<file path="src/design/ddo_pkg.sv">
// Shared constants, types and the arctangent table of the odometry block.
`default_nettype none
package ddo_pkg;

	// Channel and register widths.
	localparam int COUNT_W = 32;
	localparam int POS_W = 32;
	localparam int HEAD_W = 31;
	localparam int CFG_IDX_W = 4;
	localparam int CFG_DATA_W = 32;
	localparam int MPT_W = 32;
	localparam int IWB_W = 24;

	// Datapath widths.
	localparam int ANG_W = 32;
	localparam int CRD_W = 34;
	localparam int MUL_A_W = 35;
	localparam int MUL_B_W = 33;
	localparam int PROD_W = MUL_A_W + MUL_B_W;

	localparam int CORDIC_STEPS_DEF = 24;
	localparam int ATAN_IDX_W = 5;

	typedef logic [COUNT_W-1:0] count_t;
	typedef logic signed [POS_W-1:0] pos_t;
	typedef logic signed [HEAD_W-1:0] head_t;
	typedef logic [CFG_IDX_W-1:0] cfg_idx_t;
	typedef logic [CFG_DATA_W-1:0] cfg_data_t;
	typedef logic signed [ANG_W-1:0] ang_t;
	typedef logic signed [CRD_W-1:0] crd_t;

	localparam cfg_idx_t REG_METRES_PER_TICK = 4'd0;
	localparam cfg_idx_t REG_INV_WHEEL_BASE = 4'd1;

	localparam logic [MPT_W-1:0] MPT_RESET = 32'd1519990;
	localparam logic [IWB_W-1:0] IWB_RESET = 24'd504123;

	// Angles in Q3.28, CORDIC values in Q3.30.
	localparam ang_t PI_Q28 = 32'sd843314857;
	localparam ang_t TWO_PI_Q28 = 32'sd1686629713;
	localparam ang_t HALF_PI_Q28 = 32'sd421657428;
	localparam crd_t CORDIC_K = 34'sd652032874;
	localparam crd_t ONE_Q30 = 34'sd1073741824;

	function automatic ang_t atan_q28(input logic [ATAN_IDX_W-1:0] idx);
		ang_t r;
		case (idx)
			5'd0: r = 32'sd210828714;
			5'd1: r = 32'sd124459457;
			5'd2: r = 32'sd65760959;
			5'd3: r = 32'sd33381290;
			5'd4: r = 32'sd16755422;
			5'd5: r = 32'sd8385879;
			5'd6: r = 32'sd4193963;
			5'd7: r = 32'sd2097109;
			5'd8: r = 32'sd1048571;
			5'd9: r = 32'sd524287;
			5'd10: r = 32'sd262144;
			5'd11: r = 32'sd131072;
			5'd12: r = 32'sd65536;
			5'd13: r = 32'sd32768;
			5'd14: r = 32'sd16384;
			5'd15: r = 32'sd8192;
			5'd16: r = 32'sd4096;
			5'd17: r = 32'sd2048;
			5'd18: r = 32'sd1024;
			5'd19: r = 32'sd512;
			5'd20: r = 32'sd256;
			5'd21: r = 32'sd128;
			5'd22: r = 32'sd64;
			5'd23: r = 32'sd32;
			5'd24: r = 32'sd16;
			5'd25: r = 32'sd8;
			5'd26: r = 32'sd4;
			5'd27: r = 32'sd2;
			5'd28: r = 32'sd1;
			default: r = 32'sd0;
		endcase
		return r;
	endfunction

endpackage
`default_nettype wire

</file>
<file path="src/design/ddo_mul.sv">
// Shared signed multiplier with a registered product.
`default_nettype none
module ddo_mul import ddo_pkg::*; (
	input logic clk,
	input logic signed [MUL_A_W-1:0] a,
	input logic signed [MUL_B_W-1:0] b,
	output logic signed [PROD_W-1:0] prod
);
	logic signed [PROD_W-1:0] prod_q;

	always_ff @(posedge clk) begin
		prod_q <= PROD_W'(a) * PROD_W'(b);
	end

	assign prod = prod_q;
endmodule
`default_nettype wire

</file>
<file path="config.mk">
export PLATFORM = sky130hd
export DESIGN_NAME = ddo_mul
export DESIGN_NICKNAME = d
export VERILOG_FILES = /design/src/design/ddo_pkg.sv /design/src/design/ddo_mul.sv
export SDC_FILE = /design/constraint.sdc
export NUM_CORES = 2
export LEC_CHECK = 0
export CAP_MARGIN = 15
export CORE_MARGIN = 4
export CORE_UTILIZATION = 35
export CTS_BUF_LIST = sky130_fd_sc_hd__clkbuf_2 sky130_fd_sc_hd__clkbuf_4 sky130_fd_sc_hd__clkbuf_8
export CTS_CLUSTER_SIZE = 8
export DETAILED_ROUTE_END_ITERATION = 16
export DONT_BUFFER_PORTS = 1
export PLACE_DENSITY = 0.56
export SETUP_SLACK_MARGIN = 0.3
export SLEW_MARGIN = 20
export SYNTH_ARGS = -nofsm -noshare
export SYNTH_HDL_FRONTEND = slang
export SYNTH_SLANG_ARGS = --single-unit
</file>
<file path="constraint.sdc">
create_clock -name clk -period 9.9 [get_ports clk]
set_input_delay 0.495 -clock clk [delete_from_list [all_inputs] [get_ports clk]]
set_output_delay 0.495 -clock clk [all_outputs]
set_load 0.05 [all_outputs]
</file>
# == After elaboration in Yosys (flattened, before gate mapping) ==
# Index checks and enable logic that the tools add are counted.
# classes
bitwise,0
n_addsub,0
mux,0
eq_ne,0
n_shift,0
n_reduce_logical,0
mul,1
n_div,0
n_lt_le_gt_ge,0
# ops
cell,count
multiplier 35 x 33 -> 68 bit,1
# word_totals
rom_bits,0
regBits,68
wordCells,2
ram_bits,0
out_inout_bits,68
inputBits,69
latchBits,0
mem_count,0

# == Depth between registers and ports, before layout ==
# depth
ltp_word,1
depth_mapped,29
ltp_nobuf,27

# == Least setup slack after synthesis ==
# No wires, ideal clock.
# synth_path
path_type,input to register
start,input a[34]
end,register prod_q[66] (netlist: prod[66])
slack_ps,1855
n_path_buf,2
stages,26
required_time_ps,9773
arrival_ps,7918
cell_sequence,clkbuf_1 -> nand2_1 -> inv_1 -> fa_1 -> fa_1 -> fa_1 -> inv_1 -> fa_1 -> inv_1 -> fa_1 -> fa_1 -> inv_1 -> fa_1 -> fa_1 -> inv_1 -> ha_1 -> clkbuf_1 -> a21o_1 -> a21o_1 -> a21oi_1 -> o21bai_1 -> a21o_1 -> a21o_1 -> a2111oi_2 -> nor3_1 -> xor2_1
# synth_between
elab_chain_cells,1
# synth_lines
item,line,text
start: declaration,ddo_mul.sv:5,"input logic signed [MUL_A_W-1:0] a,"
multiplier 35 x 33 -> 68 bit,ddo_mul.sv:12,prod_q <= PROD_W'(a) * PROD_W'(b);
end signal: assignment,ddo_mul.sv:12,
end: declaration,ddo_mul.sv:9,logic signed [PROD_W-1:0] prod_q;
# No other way between the ends.

# == Worst setup path after layout ==
# layout_path
start,input b[0]
end,register prod_q[66] (netlist: prod[66])
# layout_between
elab_chain_cells,1
# layout_lines
item,line,text
start: declaration,ddo_mul.sv:6,"input logic signed [MUL_B_W-1:0] b,"
multiplier 35 x 33 -> 68 bit,ddo_mul.sv:12,
# No other way between the ends.

==> summary.md <==
| Metric | Value |
|---|---|
| Vias in the first global route | `32600` |
| Worst hold endpoint | `prod[0]$_DFF_P_` |
| # H-tree levels | `3` |
| Die height | `356 um` |
| Fill cells | `12400` |
| HP Start | `a[0]` |
| First-pass DRT Iterations | `6` |
| Row cnt | `127` |
| GRT Util Overall | `20.2%` |
| RSZ-0062 raised after global routing | `no` |
| Max Slew Vio Count | `0` |
| Routability cong. | `0.854` |
| Final Hold Fails | `0` |
| Setup repair bufs after CTS | `0` |
| Hold path depth | `1` |
| Commonest non-fill, non-tap cell in the layout | `fa_1` |
| Max reg flops | `68` |
| Die width | `356 um` |
| Avg Inst Size Synth | `9.44 um2` |
| Initial antenna violation count | `1` |
| Die Area | `127000 um2` |
| Ys async rst share | `0%` |
| Worst slew pin tran | `914 ps` |
| Tmin final | `7830 ps` |
| First-pass GRT wire length | `195 mm` |
| Input/output buffers | `0` |
| Max-capacitance violation count | `0` |
| P&R area growth vs syn | `2.99%` |
| Worst-path maximum fanout | `35` |
| Vias | `29100` |
| Nets@finish | `5763` |
| Core box area | `120000 um2` |
| Hold WC Path Type | `input port to flop` |
| Reg clk slew, reported paths | `90 ps` |
| Hold_buf cts | `0` |
| CTS Buffer Depth | `2` |
| WP data arrival | `8180 ps` |
| Slew HR | `39.0%` |
| Core Util, Final | `36.4%` |
| Layout Cells excl Fill | `5889` |
| CP Capture Type | `flop` |
| First DRT Iteration DRCs | `1649` |
| Mapped Area | `42400 um2` |
| DR vias/cell | `4.94` |
| TritonCTS clock tree | `yes` |
| Post-DP Area | `43400 um2` |
| Root buffer cell | `clkbuf_8` |
| Final WL | `123 mm` |
| Synth Flop Type | `dfxtp_1` |
| Outcome | `finished clean` |
| HPWL after DPL | `96.3 mm` |
| Largest net degree at the start of global routing | `36` |
| Cell variety after synth | `78` |
| DRC viols | `0` |
| Post-synth EDFFs | `0` |
| Remaining antenna violation count | `0` |
| Most frequent cells in the layout | `1207 x fa_1, 1138 x inv_1, 589 x and2_1, 581 x nand2_1, 221 x ha_1` |
| Flops & latches, synth | `68` |
| Final Cycle Share | `79.1%` |
| Layout cells sized above 1 | `1.15%` |
| Register area share after synthesis | `3.21%` |
| Setup TNS | `0 ps` |
| GRT overflow | `0` |
| CTS Sinks | `68` |
| Post-layout instance area | `43700 um2` |
| I/O pin cnt | `137` |
| CP Class | `input port to flop` |
| Type of origin of the critical path | `input port` |
| Final setup viols | `0` |
| Worst EP required | `10250 ps` |
| Synth Warn # | `0` |
| Post-Synthesis Cells | `4494` |
| Starting density of the core | `35.3%` |
| Post-Place Cells | `5867` |
| Resized Gates After CTS | `0` |
| Wire per inst | `20.9 um` |
| Maximum operating frequency | `0.128 GHz` |
| Synthesized Nets | `5991` |
| CTS Buf Count | `9` |
[per-stage QoR]
step / hold slack, ps / setup slack (ps)
CTS: 169 / 2170
floorplan: 622 / 1850
global placement: 692 / 1750
global route: 179 / 1700
detailed placement: 682 / 1690
finish: 225 / 2070
[critical path: stages]
cell and delay [ps]:
nand2_1 90, inv_1 90, fa_1 580, fa_1 570, fa_1 520, buf_4 240, inv_1 90, fa_1 500
inv_1 690, fa_1 580, fa_1 510, fa_1 490, inv_1 50, fa_1 470, inv_1 70, ha_1 390
a21oi_1 200, nand2_1 100, a2111oi_0 480, o211ai_2 250, a2111oi_2 370, nor3_1 130, xor2_1 150
[layout make-up]
cell class                 instances  area, um2  area share, %
inverter                        1138       4270           9.78
tap                             1612       2020           4.62
timing repair buffer               5       37.5         0.0859
clock buffer                      12        153          0.349
clock inverter                     4       72.6          0.166
multi-input combinational       3044      35700           81.8
antenna                            6       15.0         0.0344
sequential                        68       1360           3.12
[worst max path at each step]
stage,from,to,slack (ps),cells after the start
CTS,b[0],prod[62]$_DFF_P_,2170,23
global route,b[0],prod[62]$_DFF_P_,1700,23
finish,b[0],prod[66]$_DFF_P_,2070,23
detailed placement,b[0],prod[66]$_DFF_P_,1690,23
global placement,b[0],prod[66]$_DFF_P_,1750,25
floorplan,a[34],prod[66]$_DFF_P_,1850,26
[kinds of logic after synthesis]
group           after synthesis  synth area share (%)
simple gates               1323                  15.7
buf+inv                    1382                  12.5
compound gates              219                  3.58
mux                           2                0.0472
flops                        68                  3.21
fa+ha+maj                  1428                  63.5
xor+xnor                     72                  1.49
[layer usage]
metal	GRT usage, %	vias up	part of all wire, %
met5	0	-	0
met4	5.87	0	3.5
met3	3.46	171	5.6
met2	35.9	866	52
met1	25.2	15700	39
li1	-	12300	-
[synth_stat cells (all sizes together), types with 3 or more instances]
cell type  instances  share of area (%)
o211ai             5               0.11
a21boi             4              0.071
nand4             17               0.25
fa              1207                 57
or3                4              0.059
a41oi              3              0.097
nand2            582                5.2
o21ai             46               0.56
xor2              23               0.48
nor3              17               0.21
buf               12               0.20
xnor2             49                1.0
dfxtp             68                3.2
nor2b              5              0.074
clkbuf           231                2.1
a211oi             9               0.16
o21bai             9               0.16
nand3             17               0.21
a21oi             63               0.79
ha               221                6.5
o21a               8               0.14
nor2              65               0.58
and3               4              0.065
a31oi              8               0.17
a21o              38               0.68
and2             589                8.7
inv             1138                 10
nand2b            10               0.15
a2111oi            6               0.18
nand4b             3              0.062
Power is not shown: default switching activity piles up to over one toggle a cycle in this logic, so the estimate is an artifact.
