--- src/design/ddo_pkg.sv ---
// Shared constants, types and the arctangent table of the odometry block.
`default_nettype none
package ddo_pkg;

	// Channel and register widths.
	localparam int COUNT_W = 32;
	localparam int POS_W = 32;
	localparam int HEAD_W = 31;
	localparam int CFG_IDX_W = 4;
	localparam int CFG_DATA_W = 32;
	localparam int MPT_W = 32;
	localparam int IWB_W = 24;

	// Datapath widths.
	localparam int ANG_W = 32;
	localparam int CRD_W = 34;
	localparam int MUL_A_W = 35;
	localparam int MUL_B_W = 33;
	localparam int PROD_W = MUL_A_W + MUL_B_W;

	localparam int CORDIC_STEPS_DEF = 24;
	localparam int ATAN_IDX_W = 5;

	typedef logic [COUNT_W-1:0] count_t;
	typedef logic signed [POS_W-1:0] pos_t;
	typedef logic signed [HEAD_W-1:0] head_t;
	typedef logic [CFG_IDX_W-1:0] cfg_idx_t;
	typedef logic [CFG_DATA_W-1:0] cfg_data_t;
	typedef logic signed [ANG_W-1:0] ang_t;
	typedef logic signed [CRD_W-1:0] crd_t;

	localparam cfg_idx_t REG_METRES_PER_TICK = 4'd0;
	localparam cfg_idx_t REG_INV_WHEEL_BASE = 4'd1;

	localparam logic [MPT_W-1:0] MPT_RESET = 32'd1519990;
	localparam logic [IWB_W-1:0] IWB_RESET = 24'd504123;

	// Angles in Q3.28, CORDIC values in Q3.30.
	localparam ang_t PI_Q28 = 32'sd843314857;
	localparam ang_t TWO_PI_Q28 = 32'sd1686629713;
	localparam ang_t HALF_PI_Q28 = 32'sd421657428;
	localparam crd_t CORDIC_K = 34'sd652032874;
	localparam crd_t ONE_Q30 = 34'sd1073741824;

	function automatic ang_t atan_q28(input logic [ATAN_IDX_W-1:0] idx);
		ang_t r;
		case (idx)
			5'd0: r = 32'sd210828714;
			5'd1: r = 32'sd124459457;
			5'd2: r = 32'sd65760959;
			5'd3: r = 32'sd33381290;
			5'd4: r = 32'sd16755422;
			5'd5: r = 32'sd8385879;
			5'd6: r = 32'sd4193963;
			5'd7: r = 32'sd2097109;
			5'd8: r = 32'sd1048571;
			5'd9: r = 32'sd524287;
			5'd10: r = 32'sd262144;
			5'd11: r = 32'sd131072;
			5'd12: r = 32'sd65536;
			5'd13: r = 32'sd32768;
			5'd14: r = 32'sd16384;
			5'd15: r = 32'sd8192;
			5'd16: r = 32'sd4096;
			5'd17: r = 32'sd2048;
			5'd18: r = 32'sd1024;
			5'd19: r = 32'sd512;
			5'd20: r = 32'sd256;
			5'd21: r = 32'sd128;
			5'd22: r = 32'sd64;
			5'd23: r = 32'sd32;
			5'd24: r = 32'sd16;
			5'd25: r = 32'sd8;
			5'd26: r = 32'sd4;
			5'd27: r = 32'sd2;
			5'd28: r = 32'sd1;
			default: r = 32'sd0;
		endcase
		return r;
	endfunction

endpackage
`default_nettype wire

--- src/design/ddo_cordic.sv ---
// Iterative rotation-mode CORDIC, one micro-rotation per cycle.
`default_nettype none
module ddo_cordic import ddo_pkg::*; #(
	parameter int STEPS = CORDIC_STEPS_DEF
) (
	input logic clk,
	input logic arst_n,
	input logic start,
	input ang_t z_in,
	output logic done,
	output crd_t x_out,
	output crd_t y_out
);
	localparam int CW = $clog2(STEPS);
	localparam logic [CW-1:0] LAST = CW'(STEPS - 1);

	logic run_q;
	logic done_q;
	logic [CW-1:0] cnt_q;
	crd_t x_q;
	crd_t y_q;
	ang_t z_q;
	crd_t xs;
	crd_t ys;
	ang_t at;

	assign xs = x_q >>> cnt_q;
	assign ys = y_q >>> cnt_q;
	assign at = atan_q28(ATAN_IDX_W'(cnt_q));

	always_ff @(posedge clk or negedge arst_n) begin
		if (!arst_n) begin
			run_q <= 1'b0;
			done_q <= 1'b0;
			cnt_q <= '0;
		end else begin
			done_q <= run_q && (cnt_q == LAST);
			if (start) begin
				run_q <= 1'b1;
				cnt_q <= '0;
			end else if (run_q) begin
				if (cnt_q == LAST) begin
					run_q <= 1'b0;
				end
				cnt_q <= cnt_q + 1'b1;
			end
		end
	end

	always_ff @(posedge clk) begin
		if (start) begin
			x_q <= CORDIC_K;
			y_q <= '0;
			z_q <= z_in;
		end else if (run_q) begin
			if (!z_q[ANG_W-1]) begin
				x_q <= x_q - ys;
				y_q <= y_q + xs;
				z_q <= z_q - at;
			end else begin
				x_q <= x_q + ys;
				y_q <= y_q - xs;
				z_q <= z_q + at;
			end
		end
	end

	assign done = done_q;
	assign x_out = x_q;
	assign y_out = y_q;
endmodule
`default_nettype wire
--- config.mk ---
export PLATFORM = sky130hd
export DESIGN_NAME = ddo_cordic
export DESIGN_NICKNAME = d
export VERILOG_FILES = /design/src/design/ddo_pkg.sv /design/src/design/ddo_cordic.sv
export SDC_FILE = /design/constraint.sdc
export NUM_CORES = 1
export LEC_CHECK = 0
export ABC_AREA = 1
export ABC_CLOCK_PERIOD_IN_PS = 4550
export BUFFER_PORTS_ARGS = -buffer_cell sky130_fd_sc_hd__buf_4
export CORE_MARGIN = 1
export CORE_UTILIZATION = 43
export CTS_BUF_LIST = sky130_fd_sc_hd__clkbuf_8 sky130_fd_sc_hd__clkbuf_16
export DETAILED_ROUTE_END_ITERATION = 7
export MAX_ROUTING_LAYER = met4
export PLACE_DENSITY = 0.73
export SLEW_MARGIN = 20
export SYNTH_ARGS = -nofsm -noshare
export SYNTH_HDL_FRONTEND = slang
export SYNTH_SLANG_ARGS = --single-unit
--- constraint.sdc ---
create_clock -name clk -period 4.55 [get_ports clk]
set_input_delay 0.6825 -clock clk [delete_from_list [all_inputs] [get_ports clk]]
set_output_delay 0.6825 -clock clk [all_outputs]
set_load 0.01 [all_outputs]
### Yosys cells after proc, flatten, opt, wreduce, memory -nomap -nowiden

Memories as Yosys holds them, arrays and structs flattened.
Index checks and enable logic that the tools add are counted.

* $add $sub $neg: 7
* equal/unequal tests: 1
* shifts and indexed selects: 2
* multiplexer cells: 10
* reduce and logical (&&, ||, !) cells: 2

Operator list (count)
* 2-to-1 mux 32 bit: 3
* adder 34 bit: 2
* 2-to-1 mux 34 bit: 2
* >>> shifter 34 x 5 -> 34 bit: 2
* subtractor 34 bit: 2
* adder 32 bit: 1
* subtractor 32 bit: 1
* 2-to-1 mux 5 bit: 2
* adder 5 x 1 -> 5 bit (second input constant): 1
* == test 5 bit (second input constant): 1
* 2-to-1 mux 1 bit: 3
* nonzero test 2 bit: 1
* logical AND 1 bit: 1

* register bits after elaboration: 107
* memory bits (read-only): 896
* input bits: 35
* output and inout port bits: 69
* logic and storage cells: 29
* memories: 1

Memory list
* (no name shown): words 32, width 28, rd ports 1, clocked after Yosys merged registers in 0, wr ports 0, line ddo_pkg.sv:47 `case (idx)`

### Depth between registers and ports, before layout

Gate-level depths: netlist of the first run.
An unclocked memory read counts as a cell.

* depth in word-level cells: 5
* gate-level depth with buffers: 40
* depth with buffers taken out: 38

### Least setup slack after synthesis of the first run

OpenSTA, ideal clock, no wires.

* path type: register to register
* start point: register cnt_q[0]
* end point: register z_q[28] (data pin)
* library setup time: 0.254 ns
* arrival: 4.299 ns
* data required time: 4.296 ns
* setup slack: -0.003 ns
* cell stages (with the launch flop): 33
* buffers on the path: 3
* period minus slack after synthesis: 4.553 ns
* path through: dfrtp_1 > buf_6 > inv_4 > buf_6 > buf_6 > ha_1 > nand2_1 > nor2_1 > nor2_1 > nand2_1 > o22ai_1 > inv_1 > ha_1 > nand2_1 > nor2_1 > nand3_1 > nor3_2 > nand2_1 > o31ai_1 > xor2_1 > inv_1 > ha_1 > nand2_1 > nor2_1 > inv_1 > o21ai_0 > a31oi_1 > o21ai_0 > a21oi_1 > inv_1 > nand2_1 > nand3_1 > nand2_1

* longest elaborated chain between the ends: 5
* elaborated cells on any way between the ends: 6
* classes of those cells: add/sub (2); mux (3); memory (1)

RTL lines
* start, declared: line ddo_cordic.sv:19 `logic [CW-1:0] cnt_q;`
* start signal, assigned: line ddo_cordic.sv:45 `cnt_q <= cnt_q + 1'b1;`
* memory read (32 x 28 bit) (*)
* subtractor 32 bit or adder 32 bit (tied branches): line ddo_cordic.sv:59, ddo_cordic.sv:63
* 2-to-1 mux 32 bit (*): line ddo_cordic.sv:56 `if (!z_q[ANG_W-1]) begin`
* 2-to-1 mux 32 bit (*): line ddo_cordic.sv:55 `end else if (run_q) begin`
* 2-to-1 mux 32 bit (*): line ddo_cordic.sv:51 `if (start) begin`
* end signal, assigned: line ddo_cordic.sv:54 `z_q <= z_in;`
* end signal, assigned: line ddo_cordic.sv:59 `z_q <= z_q - at;`
* end signal, assigned: line ddo_cordic.sv:63 `z_q <= z_q + at;`
* end, declared: line ddo_cordic.sv:22 `ang_t z_q;`

Every way passes the cells marked *; elsewhere a longest branch is shown, timed or not. The select of a mux whose other input is x is not followed.
A chain may end at the register's enable or synchronous reset.

### Final worst setup path of the first run

* start point: register cnt_q[0]
* end point: register x_q[32], in the netlist x_out[32]

* longest elaborated chain between the ends: 3
* elaborated cells on any way between the ends: 4
* classes of those cells: add/sub (2); shift (1); mux (1)

RTL lines
* >>> shifter 34 x 5 -> 34 bit (*): line ddo_cordic.sv:28 `assign ys = y_q >>> cnt_q;`
* subtractor 34 bit or adder 34 bit (tied branches): line ddo_cordic.sv:57, ddo_cordic.sv:61
* 2-to-1 mux 34 bit (*): line ddo_cordic.sv:56
* end signal, assigned: line ddo_cordic.sv:57 `x_q <= x_q - ys;`
* end signal, assigned: line ddo_cordic.sv:61 `x_q <= x_q + ys;`
* end, declared: line ddo_cordic.sv:20 `crd_t x_q;`

Every way passes the cells marked *; elsewhere a longest branch is shown, timed or not.

==> flow_summary.yaml, run 1 <==
setup_path:
  rrSetupSlack_ns: 0.004
  cpMaxStageDelayCell: "dfrtp_2"
  setup.worst_path.class: "flop to flop"
  worstPathArrival_ns: 4.91
  cp-startpoint: "cnt_q[0]"
  worstReg2RegEnd: "x_out[32]"
  reg2reg_from: "cnt_q[0]"
  crit_end: "x_out[32]"
  cp-end-kind: "flop"
  reg2regPathDepth: 30
  path_depth: 30
  cp.required_ns: 4.91
  critPathLaunchType: "flop"
  path_common_cell: "nand2_1"
  cp_max_fo: 7
  max_stage_delay_ns: 0.45
  cp.buffers_inverters: 7
  critical-path-top-delay-family: "simple AND/OR/NAND/NOR gates"
sta:
  max_freq_mhz: 220.0
  fin_crit_sh_pct: 99.92
  hold_viol: 0
  setup_violations: 0
  tightest_slew_ns: 1.119
  timing.final.crit_period_ns: 4.546
  finalMaxSlewViolations: 0
  rsz0062_at_grt: "yes"
  fin_tns_setup_ns: 0
  holdWs_ns: 0.07990
  finalClockSkew_ns: 0.01330
  slew_headroom_pct: 25.33
synth:
  ys_ff_latch: 107
  post_synth.cell_area_avg_um2: 5.732
  syn_area_um2: 15840
  syn-num-nets: 2907
  synthFlopType: "dfxtp_1"
  postSynthCellCount: 2763
  synth_edf_count: 32
  async_reset_ff_share_pct: 6.542
  seq_area_frac_synth_pct: 15.77
  synthDistinctLibCells: 59
  synth_warnings: 0
drt:
  vias: 21580
  avgViaCountPerCell: 5.509
  route.final.wire_length_um: 68750
  drt_iter0_drc: 1631
  first_pass_iters: 6
  wire_per_inst_um: 17.55
  drc: 0
  ant_nets: 0
global_routing:
  grt_pass1_vias: 20230
  grt-ovfl-total: 0
  grt_pass1_wl_um: 101000
  grt.total_usage_pct: 34.23
  grt_start_max_net_pins: 59
  antenna_found_initial: 0
floorplanning:
  ios: 104
  std_cell_rows: 69
  die_area_um2: 37600
  dieHeight_um: 193.9
  design.core.area_um2: 35910
  die_x_um: 193.9
  initial_core_util_pct: 44.09
clock_tree:
  cts_tree: "done"
  cts_root_buffer: "clkbuf_16"
  clk_pin_slew_ns: 0.09
  h-tree-depth: 3
  cts_inserted_buffers: 9
  cts_sinks: 107
  cts_hold_buf: 0
  cts_buffer_depth: 2
  clkLatencyLatePin_ns: 0.41
run_status:
  status: "completed"
final_layout:
  final_cells: 3917
  diodes: 0
  syn_to_final_growth_pct: 56.06
  nNetsFinal: 3595
  stdcell_area_um2: 24720
  mostFrequentLayoutCell: "nand2_1"
  drive_gt1_share_pct: 38.34
  final_cell_mix: "742 x nand2_1, 736 x buf_4, 274 x inv_1"
placed_design:
  hpwl_um: 50360
  placed_cells: 3847
  post_dp_cell_area_um2: 21420
  globalplace.congestion: 0.9908
  portBuffers: 103
pwr:
  peakVddDrop_mv: 0.8215
  leakagePower_nw: 13.02
  power_density_nw_per_um2: 986.2
min_path:
  hp-class: "input pin to asynchronous set/reset pin"
run:
  drv_cap: 0
==> cells in the mapped netlist, types with 17 or more instances <==
| library cell | instances | area [um^2] |
|---|---|---|
| nand4_1 | 17 | 106.4 |
| nor2_1 | 273 | 1025 |
| buf_2 | 36 | 180.2 |
| a31oi_1 | 33 | 206.5 |
| ha_1 | 106 | 1326 |
| inv_1 | 295 | 1107 |
| buf_1 | 20 | 75.07 |
| clkbuf_1 | 33 | 123.9 |
| dfxtp_1 | 68 | 1361 |
| or2_2 | 30 | 187.7 |
| a21oi_1 | 174 | 870.8 |
| o21ai_0 | 119 | 595.6 |
| nor3_1 | 21 | 105.1 |
| xor2_1 | 73 | 639.4 |
| nand2_1 | 834 | 3131 |
| xnor2_1 | 49 | 429.2 |
| nand3_1 | 370 | 1852 |
| edfxtp_1 | 32 | 960.9 |
==> area by class of cell <==
class	count	area (um^2)
timing repair buffer	784	6255
fill	3005	11200
tap	461	576.8
clock buffer	9	225.2
clock inverter	7	60.06
sequential	107	2502
multi-input combinational	2243	13920
inverter	306	1171
==> power by group <==
group          internal [mW]  total (mW)  switching, mW
logic                   10.3        21.5           11.2
clock network          0.382       0.853          0.471
registers               1.49        2.03          0.537
==> registers in the layout, indices dropped and copies added, names as in the netlist <==
name and cells:
y_out 34, x_out 34, z_q 32, done 1, cnt_q 5, run_q 1
==> routing by layer <==
layer,track usage (%),part of all wire (%)
met5,-,0
met4,12.40,3.8
met3,3.740,7.0
met2,54.10,46
met1,45.07,43
==> cell families (layout without fill, tap and decap cells) <==
| logic type | after synthesis | after routing | share of synthesized area, % |
|---|---|---|---|
| DFF | 107 | 107 | 15.77 |
| xor gates and xnor gates | 122 | 122 | 6.747 |
| AOI/OAI and AO/OA | 412 | 412 | 14.72 |
| buffers and inverters | 413 | 1106 | 10.83 |
| and+or+nand+nor | 1600 | 1600 | 43.18 |
| adders and majority gates | 109 | 109 | 8.754 |
==> what timing repair did <==
item / in CTS / in global routing
gates cloned: 1 / 6
endpoints found under the setup margin: 33 / 54
buffers inserted: 8 / 42
pin swaps: 31 / 187
gates resized for setup: 100 / 512
==> worst min path at each step <==
stage / depth (start not counted) / startpoint / end
final: 1 / arst_n / cnt_q[4]
after global routing: 1 / arst_n / cnt_q[4]
after CTS: 1 / arst_n / done
after detailed placement: 1 / arst_n / done
after global placement: 1 / arst_n / done
after floorplan: 0 / arst_n / cnt_q[0]
==> per-stage QoR <==
| step | total power [mW] | setup slack [ns] | utilization [%] |
|---|---|---|---|
| 5_1_grt | 26.27 | -0.2466 | 68.82 |
| 4_1_cts | 21.29 | -0.02172 | 61.77 |
| 6_report | 24.37 | 0.003858 | 68.82 |
| 3_5_place_dp | 19.93 | -0.3818 | 59.65 |
| 3_3_place_gp | 19.50 | -0.2607 | 59.65 |
| 2_1_floorplan | 11.62 | 0.05949 | - |
(Power assumes the default switching activity.)
==> run 2: changes to the inputs <==
--- a/config.mk
+++ b/config.mk
@@ -8,6 +8,7 @@
 export ABC_AREA = 1
 export ABC_CLOCK_PERIOD_IN_PS = 4550
 export BUFFER_PORTS_ARGS = -buffer_cell sky130_fd_sc_hd__buf_4
+export CORE_ASPECT_RATIO = 0.6
 export CORE_MARGIN = 1
 export CORE_UTILIZATION = 43
 export CTS_BUF_LIST = sky130_fd_sc_hd__clkbuf_8 sky130_fd_sc_hd__clkbuf_16
==> run 2 against run 1 <==
  * The run now ends with negative setup slack left
  * Non-clock buffer count grew 71
  * Die area is essentially flat
  * Cell area grew 3.0%
  * Sequential cell count is the same
  * First-iteration DRC count grew 54%
  * Sequential share of layout area shrank 0.29 points
  * Setup slack lost 0.30 ns
  * Global-route usage grew 3.9 points
  * Fmax shrank 6.2%
  * Worst hold slack gained 0.0083 ns
  * Critical path type unchanged
  * Largest power group unchanged
  * Highest routed layer unchanged
==> flow_summary.yaml, run 2 (synthesis gave the netlist of run 1 again) <==
run_status:
  status: "finished, violations left"
  violations: "negative setup slack"
setup_path:
  critPathLaunchType: "flop"
  worstPathArrival_ns: 5.01
  setup.worst_path.class: "flop to flop"
  cp-end-kind: "flop"
  max_stage_delay_ns: 0.49
  cpMaxStageDelayCell: "dfrtp_2"
  cp_max_fo: 5
  cp.required_ns: 4.72
placed_design:
  hpwl_um: 56230
  portBuffers: 103
  globalplace.congestion: 1.002
sta:
  finalClockSkew_ns: 0.01221
  tightest_slew_ns: 1.123
  rsz0062_at_grt: "yes"
  max_freq_mhz: 206.4
  timing.final.ws_setup_ns: -0.2959
  fin_crit_sh_pct: 106.5
  fin_tns_setup_ns: -2.981
  timing.final.crit_period_ns: 4.846
  setup_violations: 29
  hold_viol: 0
  finalMaxSlewViolations: 0
  slew_headroom_pct: 24.88
final_layout:
  register_area_um2: 2504
  final_cell_mix: "811 x buf_4, 719 x nand2_1, 275 x inv_1"
  syn_to_final_growth_pct: 60.73
  nNetsFinal: 3666
  final_util_pct: 70.15
  multiInputGateArea_um2: 14050
  drive_gt1_share_pct: 40.77
  fillerInstances: 3016
  mostFrequentLayoutCell: "buf_4"
drt:
  wl_met2_um: 31140
  vias: 22590
  wire_per_inst_um: 19.18
  wl_met1_um: 35040
  ant_nets: 0
  dr_wl_met3_um: 8947
  drc: 0
  first_pass_iters: 6
  route.top_layer_used: "met4"
  drt_iter0_drc: 2511
  avgViaCountPerCell: 5.641
  route.final.wire_length_um: 76810
floorplanning:
  ios: 104
  design.core.area_um2: 36280
  die_area_um2: 37620
  initial_core_util_pct: 43.65
  std_cell_rows: 54
  die_x_um: 249.8
  dieHeight_um: 150.7
global_routing:
  antenna_found_initial: 1
  grt-ovfl-total: 0
  grt_pass1_vias: 19770
  grt_pass1_wl_um: 108900
  grt.total_usage_pct: 38.14
  grt_start_max_net_pins: 76
clock_tree:
  cts_inserted_buffers: 9
  clkLatencyLatePin_ns: 0.41
  cts_buffer_depth: 2
  cts_hold_buf: 0
  h-tree-depth: 3
  cts_tree: "done"
  clk_pin_slew_ns: 0.10
  cts_sinks: 107
  cts_root_buffer: "clkbuf_16"
min_path:
  hp-class: "input pin to asynchronous set/reset pin"
pwr:
  power_density_nw_per_um2: 1006
  peakVddDrop_mv: 0.8415
  leakagePower_nw: 13.36
run:
  drv_cap: 0
## run 2: what timing repair did
item / in CTS / in global routing
endpoints found under the hold margin: 0 / 0
setup buffers: 26 / 55
pin swaps: 51 / 138
resized for setup: 180 / 469
gates cloned: 0 / 5
endpoints found under the setup margin: 50 / 57
## run 2: cell type report
class	count	share of cell area, %
multi-input combinational	2243	55.22
timing repair buffer	855	26.73
sequential	107	9.836
inverter	306	4.591
tap	476	2.340
clock buffer	9	0.8848
clock inverter	7	0.3933
antenna	1	0.009831
## run 2: critical path, delay by kind of cell (launching register included)
kind / cells / cell delay [ns]
AO/OA/AOI/OAI: 7 / 1.10
adder cells (fa/ha/maj): 2 / 0.51
XOR/XNOR: 1 / 0.06
buffers and inverters: 7 / 0.69
flip-flops: 1 / 0.49
AND/OR/NAND/NOR: 11 / 1.76
## run 2: routing by layer
metal	global-route usage, %	vias up
met1	55.85	10580
li1	-	10590
met4	7.284	0
met2	52.01	1252
met5	-	-
met3	9.180	165
## run 2: final timing paths
check	start	slack [ns]	to	depth (start not counted)
worst max-delay path	cnt_q[0]	-0.30	z_q[26]	28
worst min-delay path	arst_n	0.09	done	1
worst max register to register	cnt_q[0]	-0.30	z_q[26]	28
worst min register to register	x_out[0]	0.56	x_out[0]	2
max in group asynchronous	arst_n	4.28	run_q	1
min in group clk	z_in[10]	0.54	z_q[10]	3
## run 2: where the power goes
group	switching, mW	internal, mW	total (mW)	leakage, nW
combinational	12.0	10.7	22.6	12.2
clock	0.497	0.491	0.989	0.160
sequential	0.499	1.50	1.99	0.995
## run 2: stage by stage
stage	instances	cell area [um^2]	hold WS, ns	worst slack [ns]	power [mW]
2_1_floorplan	2763	15840	0.3869	0.05949	11.62
3_3_place_gp	3903	21790	0.5045	-0.3470	19.97
3_5_place_dp	3903	21790	0.5190	-0.4600	20.46
4_1_cts	3943	22980	0.08684	-0.06790	22.37
5_1_grt	4004	25450	0.09318	-0.4133	27.44
6_report	4004	25450	0.08815	-0.2959	25.61
